File: src/hw/rtl/pgm_pkg.sv
// Shared types and constants of the pairwise genotype mismatch count unit.
`default_nettype none

package pgm_pkg;

    localparam int MAX_INDIVIDUALS_DEF = 8;
    localparam int COUNT_BITS_DEF      = 16;
    localparam int GENO_W              = 8;
    localparam int SIZE_W              = 3;
    localparam int TOTAL_W             = SIZE_W + 1;
    localparam int QUEUE_DEPTH         = 4;
    localparam int QPTR_W              = $clog2(QUEUE_DEPTH);
    localparam int QCNT_W              = $clog2(QUEUE_DEPTH + 1);

    localparam logic [SIZE_W-1:0] GROUP_A_RESET = 3'd4;
    localparam logic [SIZE_W-1:0] GROUP_B_RESET = 3'd4;

    localparam logic REG_GROUP_A = 1'b0;
    localparam logic REG_GROUP_B = 1'b1;

    localparam logic signed [2*GENO_W-1:0] MISMATCH_PRODUCT = -16'sd9;

    typedef struct packed {
        logic signed [GENO_W-1:0] genotype;
        logic                     last_in_window;
    } item_t;

    // slot = row*(row-1)/2 + col
    function automatic int pair_row(input int slot);
        int row;
        int rem;
        row = 1;
        rem = slot;
        for (int k = 0; k < 64; k++)
        begin
            if (rem >= row)
            begin
                rem = rem - row;
                row = row + 1;
            end
        end
        return row;
    endfunction

    function automatic int pair_col(input int slot);
        int row;
        int rem;
        row = 1;
        rem = slot;
        for (int k = 0; k < 64; k++)
        begin
            if (rem >= row)
            begin
                rem = rem - row;
                row = row + 1;
            end
        end
        return rem;
    endfunction

endpackage

`default_nettype wire

File: src/hw/rtl/pairwise_genotype_mismatch_count_unit.sv
// Top level of the pairwise genotype mismatch count unit.
// Takes one genotype code per clock while busy is low; a four-item queue sits in
// front of the counting engine, which counts each code at the edge that takes it
// from the queue. On an item flagged last_in_window the engine enters its emit
// state and emits every pair count, m*(m-1)/2 results for m individuals, on
// consecutive cycles through the output registers; it takes no items while it
// emits, so busy rises once the queue fills. The receiver cannot stall: each
// result is valid for the single cycle in which strobe is high. Write the group
// sizes only while idle.
`default_nettype none

module pairwise_genotype_mismatch_count_unit
#(
    parameter int MAX_INDIVIDUALS = pgm_pkg::MAX_INDIVIDUALS_DEF,
    parameter int COUNT_BITS      = pgm_pkg::COUNT_BITS_DEF
)
(
    input  wire logic                                  clk,
    input  wire logic                                  rst_n,
    input  wire logic                                  start,
    output logic                                       busy,
    input  wire logic signed [pgm_pkg::GENO_W-1:0]     genotype,
    input  wire logic                                  last_in_window,
    input  wire logic                                  write_enable,
    input  wire logic                                  register_index,
    input  wire logic [pgm_pkg::SIZE_W-1:0]            write_data,
    output logic                                       strobe,
    output logic [$clog2(MAX_INDIVIDUALS)-1:0]         row_individual,
    output logic [$clog2(MAX_INDIVIDUALS)-1:0]         column_individual,
    output logic [COUNT_BITS-1:0]                      pair_count,
    output logic                                       last_result
);

    logic [pgm_pkg::SIZE_W-1:0] group_a_reg, group_a_next;
    logic [pgm_pkg::SIZE_W-1:0] group_b_reg, group_b_next;
    pgm_pkg::item_t             head;
    logic                       head_valid;
    logic                       pop;

    always_comb
    begin
        group_a_next = group_a_reg;
        group_b_next = group_b_reg;
        if (write_enable)
        begin
            unique case (register_index)
                pgm_pkg::REG_GROUP_A: group_a_next = write_data;
                pgm_pkg::REG_GROUP_B: group_b_next = write_data;
                default:              group_a_next = group_a_reg;
            endcase
        end
    end

    always_ff @(posedge clk or negedge rst_n)
    begin
        if (!rst_n)
        begin
            group_a_reg <= pgm_pkg::GROUP_A_RESET;
            group_b_reg <= pgm_pkg::GROUP_B_RESET;
        end
        else
        begin
            group_a_reg <= group_a_next;
            group_b_reg <= group_b_next;
        end
    end

    pgm_front u_front
    (
        .clk            (clk),
        .rst_n          (rst_n),
        .start          (start),
        .genotype       (genotype),
        .last_in_window (last_in_window),
        .busy           (busy),
        .head           (head),
        .head_valid     (head_valid),
        .pop            (pop)
    );

    pgm_back
    #(
        .MAX_INDIVIDUALS (MAX_INDIVIDUALS),
        .COUNT_BITS      (COUNT_BITS)
    )
    u_back
    (
        .clk               (clk),
        .rst_n             (rst_n),
        .group_a_size      (group_a_reg),
        .group_b_size      (group_b_reg),
        .head              (head),
        .head_valid        (head_valid),
        .pop               (pop),
        .strobe            (strobe),
        .row_individual    (row_individual),
        .column_individual (column_individual),
        .pair_count        (pair_count),
        .last_result       (last_result)
    );

endmodule

`default_nettype wire

File: src/hw/rtl/pgm_front.sv
// Front end: takes items and holds them in a short queue for the back end.
`default_nettype none

module pgm_front
(
    input  wire logic                             clk,
    input  wire logic                             rst_n,
    input  wire logic                             start,
    input  wire logic signed [pgm_pkg::GENO_W-1:0] genotype,
    input  wire logic                             last_in_window,
    output logic                                  busy,
    output pgm_pkg::item_t                        head,
    output logic                                  head_valid,
    input  wire logic                             pop
);

    pgm_pkg::item_t                   queue_reg [pgm_pkg::QUEUE_DEPTH];
    logic [pgm_pkg::QPTR_W-1:0]       wr_ptr_reg, wr_ptr_next;
    logic [pgm_pkg::QPTR_W-1:0]       rd_ptr_reg, rd_ptr_next;
    logic [pgm_pkg::QCNT_W-1:0]       count_reg, count_next;
    logic                             push;
    pgm_pkg::item_t                   in_item;

    assign busy       = (count_reg == pgm_pkg::QCNT_W'(pgm_pkg::QUEUE_DEPTH));
    assign push       = start && !busy;
    assign head_valid = (count_reg != '0);
    assign head       = queue_reg[rd_ptr_reg];

    always_comb
    begin
        in_item.genotype       = genotype;
        in_item.last_in_window = last_in_window;
    end

    always_comb
    begin
        wr_ptr_next = push ? wr_ptr_reg + pgm_pkg::QPTR_W'(1) : wr_ptr_reg;
        rd_ptr_next = pop  ? rd_ptr_reg + pgm_pkg::QPTR_W'(1) : rd_ptr_reg;
        count_next  = count_reg;
        if (push && !pop)
        begin
            count_next = count_reg + pgm_pkg::QCNT_W'(1);
        end
        else if (pop && !push)
        begin
            count_next = count_reg - pgm_pkg::QCNT_W'(1);
        end
    end

    always_ff @(posedge clk or negedge rst_n)
    begin
        if (!rst_n)
        begin
            wr_ptr_reg <= '0;
            rd_ptr_reg <= '0;
            count_reg  <= '0;
        end
        else
        begin
            wr_ptr_reg <= wr_ptr_next;
            rd_ptr_reg <= rd_ptr_next;
            count_reg  <= count_next;
        end
    end

    always_ff @(posedge clk)
    begin
        if (push)
        begin
            queue_reg[wr_ptr_reg] <= in_item;
        end
    end

endmodule

`default_nettype wire

File: src/hw/rtl/pgm_back.sv
// Back end: compares each code against the position's codes, counts, emits pair counts.
`default_nettype none

module pgm_back
#(
    parameter int MAX_INDIVIDUALS = pgm_pkg::MAX_INDIVIDUALS_DEF,
    parameter int COUNT_BITS      = pgm_pkg::COUNT_BITS_DEF
)
(
    input  wire logic                                 clk,
    input  wire logic                                 rst_n,
    input  wire logic [pgm_pkg::SIZE_W-1:0]           group_a_size,
    input  wire logic [pgm_pkg::SIZE_W-1:0]           group_b_size,
    input  pgm_pkg::item_t                            head,
    input  wire logic                                 head_valid,
    output logic                                      pop,
    output logic                                      strobe,
    output logic [$clog2(MAX_INDIVIDUALS)-1:0]        row_individual,
    output logic [$clog2(MAX_INDIVIDUALS)-1:0]        column_individual,
    output logic [COUNT_BITS-1:0]                     pair_count,
    output logic                                      last_result
);

    localparam int IDX_W      = $clog2(MAX_INDIVIDUALS);
    localparam int LANES      = MAX_INDIVIDUALS - 1;
    localparam int PAIR_SLOTS = MAX_INDIVIDUALS * (MAX_INDIVIDUALS - 1) / 2;
    localparam int TW         = pgm_pkg::TOTAL_W;

    localparam logic ST_RUN  = 1'b0;
    localparam logic ST_EMIT = 1'b1;

    logic                            state_reg, state_next;
    logic [IDX_W-1:0]                idx_reg, idx_next;
    logic [IDX_W-1:0]                row_reg, row_next;
    logic [IDX_W-1:0]                col_reg, col_next;
    logic signed [pgm_pkg::GENO_W-1:0] codes_reg [MAX_INDIVIDUALS];
    logic [COUNT_BITS-1:0]           cnt_reg [PAIR_SLOTS];

    logic                            strobe_reg;
    logic [IDX_W-1:0]                row_out_reg;
    logic [IDX_W-1:0]                col_out_reg;
    logic [COUNT_BITS-1:0]           count_out_reg;
    logic                            last_out_reg;

    logic [TW-1:0]                   sum;
    logic [TW-1:0]                   total;
    logic [IDX_W-1:0]                idx_cur;
    logic [TW-1:0]                   idx_inc;
    logic                            fire;
    logic                            emit_last;
    logic                            clear_all;
    logic                            shift;
    logic [LANES-1:0]                match;

    assign sum = TW'(group_a_size) + TW'(group_b_size);

    always_comb
    begin
        if (sum == '0)
        begin
            total = TW'(1);
        end
        else if (sum > TW'(MAX_INDIVIDUALS))
        begin
            total = TW'(MAX_INDIVIDUALS);
        end
        else
        begin
            total = sum;
        end
    end

    assign pop       = head_valid && (state_reg == ST_RUN);
    assign fire      = pop;
    assign idx_cur   = (TW'(idx_reg) >= total) ? '0 : idx_reg;
    assign idx_inc   = TW'(idx_cur) + TW'(1);
    assign emit_last = (TW'(row_reg) == total - TW'(1)) && (col_reg == row_reg - IDX_W'(1));
    assign shift     = (state_reg == ST_EMIT) && !emit_last;
    assign clear_all = ((state_reg == ST_EMIT) && emit_last)
                    || (fire && head.last_in_window && (total < TW'(2)));

    for (genvar l = 0; l < LANES; l++)
    begin : g_lane
        logic signed [2*pgm_pkg::GENO_W-1:0] prod;
        assign prod     = $signed(head.genotype) * $signed(codes_reg[l]);
        assign match[l] = (prod == pgm_pkg::MISMATCH_PRODUCT);
    end

    for (genvar s = 0; s < PAIR_SLOTS; s++)
    begin : g_slot
        localparam int ROW = pgm_pkg::pair_row(s);
        localparam int COL = pgm_pkg::pair_col(s);
        logic                  inc;
        logic [COUNT_BITS-1:0] shift_src;

        assign inc = fire && (idx_cur == IDX_W'(ROW)) && match[COL];

        if (s == PAIR_SLOTS - 1)
        begin : g_top
            assign shift_src = '0;
        end
        else
        begin : g_mid
            assign shift_src = cnt_reg[s+1];
        end

        always_ff @(posedge clk or negedge rst_n)
        begin
            if (!rst_n)
            begin
                cnt_reg[s] <= '0;
            end
            else if (clear_all)
            begin
                cnt_reg[s] <= '0;
            end
            else if (shift)
            begin
                cnt_reg[s] <= shift_src;
            end
            else if (inc && (cnt_reg[s] != '1))
            begin
                cnt_reg[s] <= cnt_reg[s] + COUNT_BITS'(1);
            end
        end
    end

    always_comb
    begin
        state_next = state_reg;
        idx_next   = idx_reg;
        row_next   = row_reg;
        col_next   = col_reg;
        unique case (state_reg)
            ST_RUN:
            begin
                if (fire)
                begin
                    if (head.last_in_window || (idx_inc >= total))
                    begin
                        idx_next = '0;
                    end
                    else
                    begin
                        idx_next = idx_inc[IDX_W-1:0];
                    end
                    if (head.last_in_window && (total >= TW'(2)))
                    begin
                        state_next = ST_EMIT;
                        row_next   = IDX_W'(1);
                        col_next   = '0;
                    end
                end
            end
            ST_EMIT:
            begin
                if (emit_last)
                begin
                    state_next = ST_RUN;
                end
                else if (col_reg == row_reg - IDX_W'(1))
                begin
                    row_next = row_reg + IDX_W'(1);
                    col_next = '0;
                end
                else
                begin
                    col_next = col_reg + IDX_W'(1);
                end
            end
            default:
            begin
                state_next = ST_RUN;
            end
        endcase
    end

    always_ff @(posedge clk or negedge rst_n)
    begin
        if (!rst_n)
        begin
            state_reg  <= ST_RUN;
            idx_reg    <= '0;
            row_reg    <= '0;
            col_reg    <= '0;
            strobe_reg <= 1'b0;
        end
        else
        begin
            state_reg  <= state_next;
            idx_reg    <= idx_next;
            row_reg    <= row_next;
            col_reg    <= col_next;
            strobe_reg <= (state_reg == ST_EMIT);
        end
    end

    always_ff @(posedge clk)
    begin
        if (fire)
        begin
            codes_reg[idx_cur] <= head.genotype;
        end
        row_out_reg   <= row_reg;
        col_out_reg   <= col_reg;
        count_out_reg <= cnt_reg[0];
        last_out_reg  <= emit_last;
    end

    assign strobe            = strobe_reg;
    assign row_individual    = row_out_reg;
    assign column_individual = col_out_reg;
    assign pair_count        = count_out_reg;
    assign last_result       = strobe_reg && last_out_reg;

endmodule

`default_nettype wire

File: config.mk
export PLATFORM = sky130hd
export DESIGN_NAME = pairwise_genotype_mismatch_count_unit
export DESIGN_NICKNAME = d
export VERILOG_FILES = /design/src/hw/rtl/pgm_pkg.sv /design/src/hw/rtl/pairwise_genotype_mismatch_count_unit.sv /design/src/hw/rtl/pgm_front.sv /design/src/hw/rtl/pgm_back.sv
export SDC_FILE = /design/constraint.sdc
export NUM_CORES = 2
export LEC_CHECK = 0
export ABC_AREA = 1
export BUFFER_PORTS_ARGS = -buffer_cell sky130_fd_sc_hd__buf_2
export CORE_MARGIN = 3
export CORE_UTILIZATION = 50
export CTS_CLUSTER_SIZE = 20
export DETAILED_ROUTE_END_ITERATION = 10
export GPL_ROUTABILITY_DRIVEN = 0
export PLACE_DENSITY_LB_ADDON = 0.15
export SYNTH_ARGS = -nofsm -noshare
export SYNTH_HDL_FRONTEND = slang
export SYNTH_HIERARCHICAL = 1
export SYNTH_SLANG_ARGS = --single-unit
File: constraint.sdc
create_clock -name clk -period 5.8 [get_ports clk]
set_input_delay 1.16 -clock clk [delete_from_list [all_inputs] [get_ports clk]]
set_output_delay 1.16 -clock clk [all_outputs]
set_load 0.03 [all_outputs]
---- Word level (Yosys, flattened, before mapping) ----
Memory sizes are Yosys's and may differ from the RTL's.
Cells that the tools add are included.
storage, ports and cells
  register bits ........................... 495
  bits in latches ......................... 0
  RAM bits ................................ 100
  bits in read-only memories .............. 0
  output and inout port bits .............. 25
  logic and storage cells ................. 369
  memories kept ........................... 2
memories
  memory             depth  width  read ports  clocked after memory_dff  wr ports  line             source
  u_back.codes_reg   8      8      7           0                         1         pgm_back.sv:36   logic signed [pgm_pkg::GENO_W-1:0] codes_reg [MAX_INDIVIDUALS];
  u_front.queue_reg  4      9      1           0                         1         pgm_front.sv:17  pgm_pkg::item_t queue_reg [pgm_pkg::QUEUE_DEPTH];
cells by class
  add/subtract/negate cells ............... 38
  multiply operators ...................... 7
  div/mod/pow operators ................... 0
  $lt $le $gt $ge ......................... 5
  eq/ne operators ......................... 49
  shift operators ......................... 0
  muxes and demuxes ....................... 108
  bitwise operators ....................... 2
  reduce and logical (&&, ||, !) cells .... 116
operators with widths
  cell                     number
  $mux W16                 84
  $add A16 B1 Y16 const B  28
  $ne A16 B16 Y1 const B   28
  $eq A16 B5 Y1 const B    7
  $mul A8 B8 Y16           7
  $reduce_bool A3 Y1       29
  $logic_and A1 B1 Y1      74
  $mux W3                  12
  $eq A3 B3 Y1 const B     5
  $pmux W3 S2              2
  $add A3 B1 Y3 const B    3
  $mux W4                  2
  $mux W1                  7
  $eq A3 B2 Y1 const B     2
  $ne A2 B2 Y1 const B     3
  $reduce_and A2 Y1        3
  $sub A3 B1 Y3 const B    2
  $add A2 B1 Y2 const B    2
  $add A3 B1 Y4 const B    1
  $add A3 B3 Y4            1
  $eq A3 B4 Y1             1
  $ge A3 B4 Y1             1
  $ge A4 B2 Y1 const B     1
  $ge A4 B4 Y1             1
  14 further kinds         19

---- Longest topological paths before layout ----
  word-level depth ........................ 13
  mapped depth ............................ 33

---- Hierarchy ----
Netlist, hierarchy kept.
by module, submodules not included
  module                                 times used  cells each  area each (um^2)  seq. area each (um^2)
  pgm_back                               1           7752        53684.0           13628.1
  pgm_front                              1           158         1946.9            1256.2
  pairwise_genotype_mismatch_count_unit  1           28          257.7             152.6

---- Least setup slack after synthesis ----
OpenSTA, ideal clock, no wires.
  path type ............................... register to register
  from .................................... register u_front/rd_ptr_reg[0] in the netlist's numbering
  to ...................................... register u_back.cnt_reg, in the netlist u_back/g_slot[13].shift_src[0]
  library setup time ...................... 0.066 ns
  data arrival time ....................... 5.754 ns
  required time ........................... 5.734 ns
  path slack .............................. -0.020 ns
  stages on the path, launching flop included .. 32
  period minus slack after synthesis ...... 5.820 ns
  cell sequence ........................... dfrtp_1 -> buf_6 -> buf_12 -> o211ai_2 -> nand2_1 -> clkbuf_1 -> clkbuf_1 -> nand2_1 -> inv_1 -> fa_1 -> inv_1 -> fa_1 -> inv_1 -> fa_1 -> inv_1 -> fa_1 -> inv_1 -> ha_1 -> nand2_1 -> inv_1 -> a21oi_1 -> nand3_1 -> nand2_1 -> nand2_1 -> inv_1 -> nand3_1 -> nor2_1 -> nand4_1 -> nand2_1 -> buf_2 -> nand2_1 -> nand2_1
RTL lines
  item                           line             source
  start, declared                pgm_front.sv:19  logic [pgm_pkg::QPTR_W-1:0] rd_ptr_reg, rd_ptr_next;
  start signal, assigned         pgm_front.sv:61  rd_ptr_reg <= rd_ptr_next;
  end signal, assigned by index  pgm_back.sv:119  cnt_reg[s] <= shift_src;
  end signal, assigned by index  pgm_back.sv:123  cnt_reg[s] <= cnt_reg[s] + COUNT_BITS'(1);
  end, declared                  pgm_back.sv:37   logic [COUNT_BITS-1:0] cnt_reg [PAIR_SLOTS];

==> flow_metrics.py <==
metrics = {
    "sta": {
        "fin_skew_ns": 0.0305,
        "timing.final.crit_share_pct": 96.3,
        "timing.slew.headroom_pct": 25.8,
        "setup_viol": 0,
        "slew_viol_final": 0,
        "fmax_mhz": 179,
        "fin_crit_ns": 5.59,
        "finalHoldViolations": 0,
        "worst-slew-pin-transition_ns": 1.11,
        "rsz0062_at_grt": "yes",
    },
    "worst_setup_path": {
        "cp_slowest_cell": "fa_1",
        "arrival_ns": 6.18,
        "crit_start": "u_front/rd_ptr_reg[0]",
        "r2r_start": "u_front/rd_ptr_reg[0]",
        "cp_max_fo": 32,
        "crit_path_frequent_cell": "nand2_1",
        "crit_required_ns": 6.39,
        "criticalPathCategory": "flip-flop to flip-flop",
        "cpPeakStageDelay_ns": 0.52,
        "worstSetupStartpointType": "flip-flop",
        "end_kind": "flip-flop",
    },
    "logic_synthesis": {
        "avgSynthCellArea_um2": 7.04,
        "synth_top_family_by_area": "simple AND/OR/NAND/NOR gates",
        "ys_warn_count": 6,
        "ys_types": 57,
        "synth-compound-area-share_pct": 6.68,
        "ys_ff_latch": 587,
        "syn_inst": 7938,
        "synth-xor-area-share_pct": 4.39,
        "synthMuxAreaShare_pct": 0,
        "synth_nets": 8599,
        "ys_seq_area_share_pct": 26.9,
        "synthAdderAreaFrac_pct": 19.6,
        "synthSimpleGateAreaFrac_pct": 30.9,
        "syn_area_mm2": 0.0559,
    },
    "place": {
        "port_buffers": 41,
        "dp_hpwl_um": 104000,
        "place_area_mm2": 0.0582,
    },
    "clocking": {
        "worstSkewPairLatency_ns": 0.66,
        "path_clk_slew_ns": 0.06,
        "htreeDepth": 3,
        "cts.path.max_buffers": 3,
        "cts_tree": "yes",
        "root_buffer": "clkbuf_16",
        "cts_num_sinks": 587,
        "numCtsBuffers": 74,
    },
    "layout": {
        "seqCellArea_mm2": 0.0150,
        "area_growth_pct": 9.94,
        "largest_reg_flops": 432,
        "final_cell_area_mm2": 0.0614,
        "num_antenna_cells": 0,
        "nFillCells": 10700,
        "finalNetCount": 8534,
        "drive_gt1_share_pct": 6.56,
        "multiInputGateArea_mm2": 0.0348,
    },
    "routing": {
        "drc_errors": 0,
        "drtIter0Drc": 4375,
        "via_count": 49700,
        "finalWirelength_um": 147000,
        "wl_per_cell_um": 15.6,
        "via_per_inst": 5.28,
        "drtPass1Iterations": 6,
        "final_antenna_net_count": 0,
    },
    "grt": {
        "met3_usage_pct": 2.58,
        "grt.overflow.total": 0,
        "grt_pass1_vias": 47700,
        "busiest_layer": "met2",
        "grt_max_degree": 187,
        "use_met2_pct": 41.6,
        "grtUsageTotal_pct": 25.5,
        "grt_pass1_wl_um": 247000,
        "antenna_found_initial": 1,
        "use_met1_pct": 36.4,
    },
    "floorplanning": {
        "die_height_um": 340,
        "rows": 122,
        "fp.dieW_um": 340,
        "io_pins": 42,
        "die-area_mm2": 0.116,
        "initial_core_util_pct": 50.4,
        "core_area_mm2": 0.111,
    },
    "outcome": {
        "status": "finished clean",
    },
    "hold_path": {
        "worstHoldStart": "u_back/col_reg[2]",
        "hold_class": "flip-flop to flip-flop",
    },
    "run": {
        "cap_violations": 0,
    },
}
layout make-up:
| class | instances | area share (%) |
|---|---|---|
| Multi-Input combinational cell | 5748 | 56.7 |
| Sequential cell | 587 | 24.5 |
| Inverter | 1225 | 7.53 |
| Timing Repair Buffer | 235 | 3.91 |
| Clock buffer | 97 | 3.34 |
| Tap cell | 1488 | 3.03 |
| Clock inverter | 37 | 1.03 |
| Timing Repair inverter | 2 | 0.0244 |
placed cells by master (no fill, tap or decap), types with 9 or more instances in the layout:
cell           n
buf_6         14
clkinvlp_4     9
nor3_1       186
xor2_1       181
o211ai_2      10
nand3b_1      22
nor2_1       789
buf_4        126
nand4_2        9
o22ai_1       27
a21oi_1      134
nand2_2       24
nand2_4       14
o211ai_1      11
fa_1         377
nand2_1     2252
fa_2          10
xnor2_1       96
ha_1         248
o21ai_0      466
clkbuf_16     77
clkinv_2      11
edfxtp_1      92
bufinv_16     14
clkbuf_1      13
o21bai_1       9
or2_2         13
nand4_1       92
nor4_1        31
nand3_1      655
dfxtp_1       23
dfrtp_1      468
clkbuf_8       9
buf_12        50
inv_2         18
buf_2         40
inv_1       1200
cell usage after synthesis (all sizes together):
cell type	count	share of area, %
nand2	2289	15
inv	1225	8.2
nor2	799	5.4
nand3	663	6.0
o21ai	475	4.3
dfrtp	470	21
fa	387	14
ha	257	5.8
clkbuf	200	1.4
nor3	190	1.7
xor2	183	2.9
buf	180	1.8
a21oi	136	1.2
nand4	108	1.4
xnor2	96	1.5
edfxtp	92	4.9
nor4	31	0.35
o22ai	27	0.30
dfxtp	23	0.82
nand3b	22	0.30
o211ai	21	0.37
or2	16	0.18
o21bai	9	0.12
a21o	8	0.11
a31o	6	0.094
a21boi	4	0.054
nor3b	4	0.054
and3	3	0.034
o21a	3	0.040
o31ai	3	0.040
a31oi	2	0.022
dfstp	2	0.094
a22o	1	0.016
and2	1	0.011
o311ai	1	0.016
or3	1	0.011
logic make-up (layout without fill, tap and decap cells):
logic type,count (synthesis),in the layout
AOI/OAI and AO/OA,696,696
xor gates and xnor gates,279,279
and+or+nand+nor,4127,4129
DFF,587,587
buffers and inverters,1605,1596
adders and majority gates,644,644
metal layers:
metal	part of all wire (%)	vias up
met5	0	-
met4	2.0	0
met3	5.3	181
met2	47	1264
met1	46	23700
li1	-	24600
worst paths after layout:
| kind | endpoint | slack [ns] | cells after the start |
|---|---|---|---|
| max reg2reg | u_back/g_slot[21].shift_src[8] | 0.21 | 29 |
| min reg2reg | u_back/column_individual[2] | 0.46 | 0 |
| max in group asynchronous | u_back/state_reg | 3.90 | 2 |
| max | u_back/g_slot[21].shift_src[8] | 0.21 | 29 |
| min in group asynchronous | u_back/g_slot[6].shift_src[3] | 0.53 | 1 |
| min | u_back/column_individual[2] | 0.46 | 0 |
per-stage QoR:
step / hold slack (ns) / util (%) / TNS [ns] / setup slack [ns] / std cells
floorplan: 0.349 / - / 0 / 0.0103 / 7938
finish: 0.465 / 55.4 / 0 / 0.213 / 9419
global route: 0.480 / 55.4 / -16.71 / -0.141 / 9419
detailed placement: 0.447 / 52.5 / -0.0573 / -0.0130 / 9268
CTS: 0.462 / 54.9 / 0 / 0.0261 / 9402
global placement: 0.444 / 52.5 / 0 / 0.0540 / 9268
critical path, delay by kind of cell, from the launching register on:
kind	cells	cell delay [ns]
adders and majority gates	5	2.29
and+or+nand+nor	14	1.47
buffers and inverters	9	1.27
DFF	1	0.40
AOI/OAI and AO/OA	1	0.08
what timing repair did:
item,4_1_cts,5_1_grt
hold buffers,0,0
buffers inserted,0,11
cloned,0,6
gates resized for setup,4,109
endpoints found under the setup margin,26,448
pin swaps,0,17
Power is left out: the tool's default activity adds up to more than one toggle a clock period on the data nets, which glitch-free logic cannot reach.
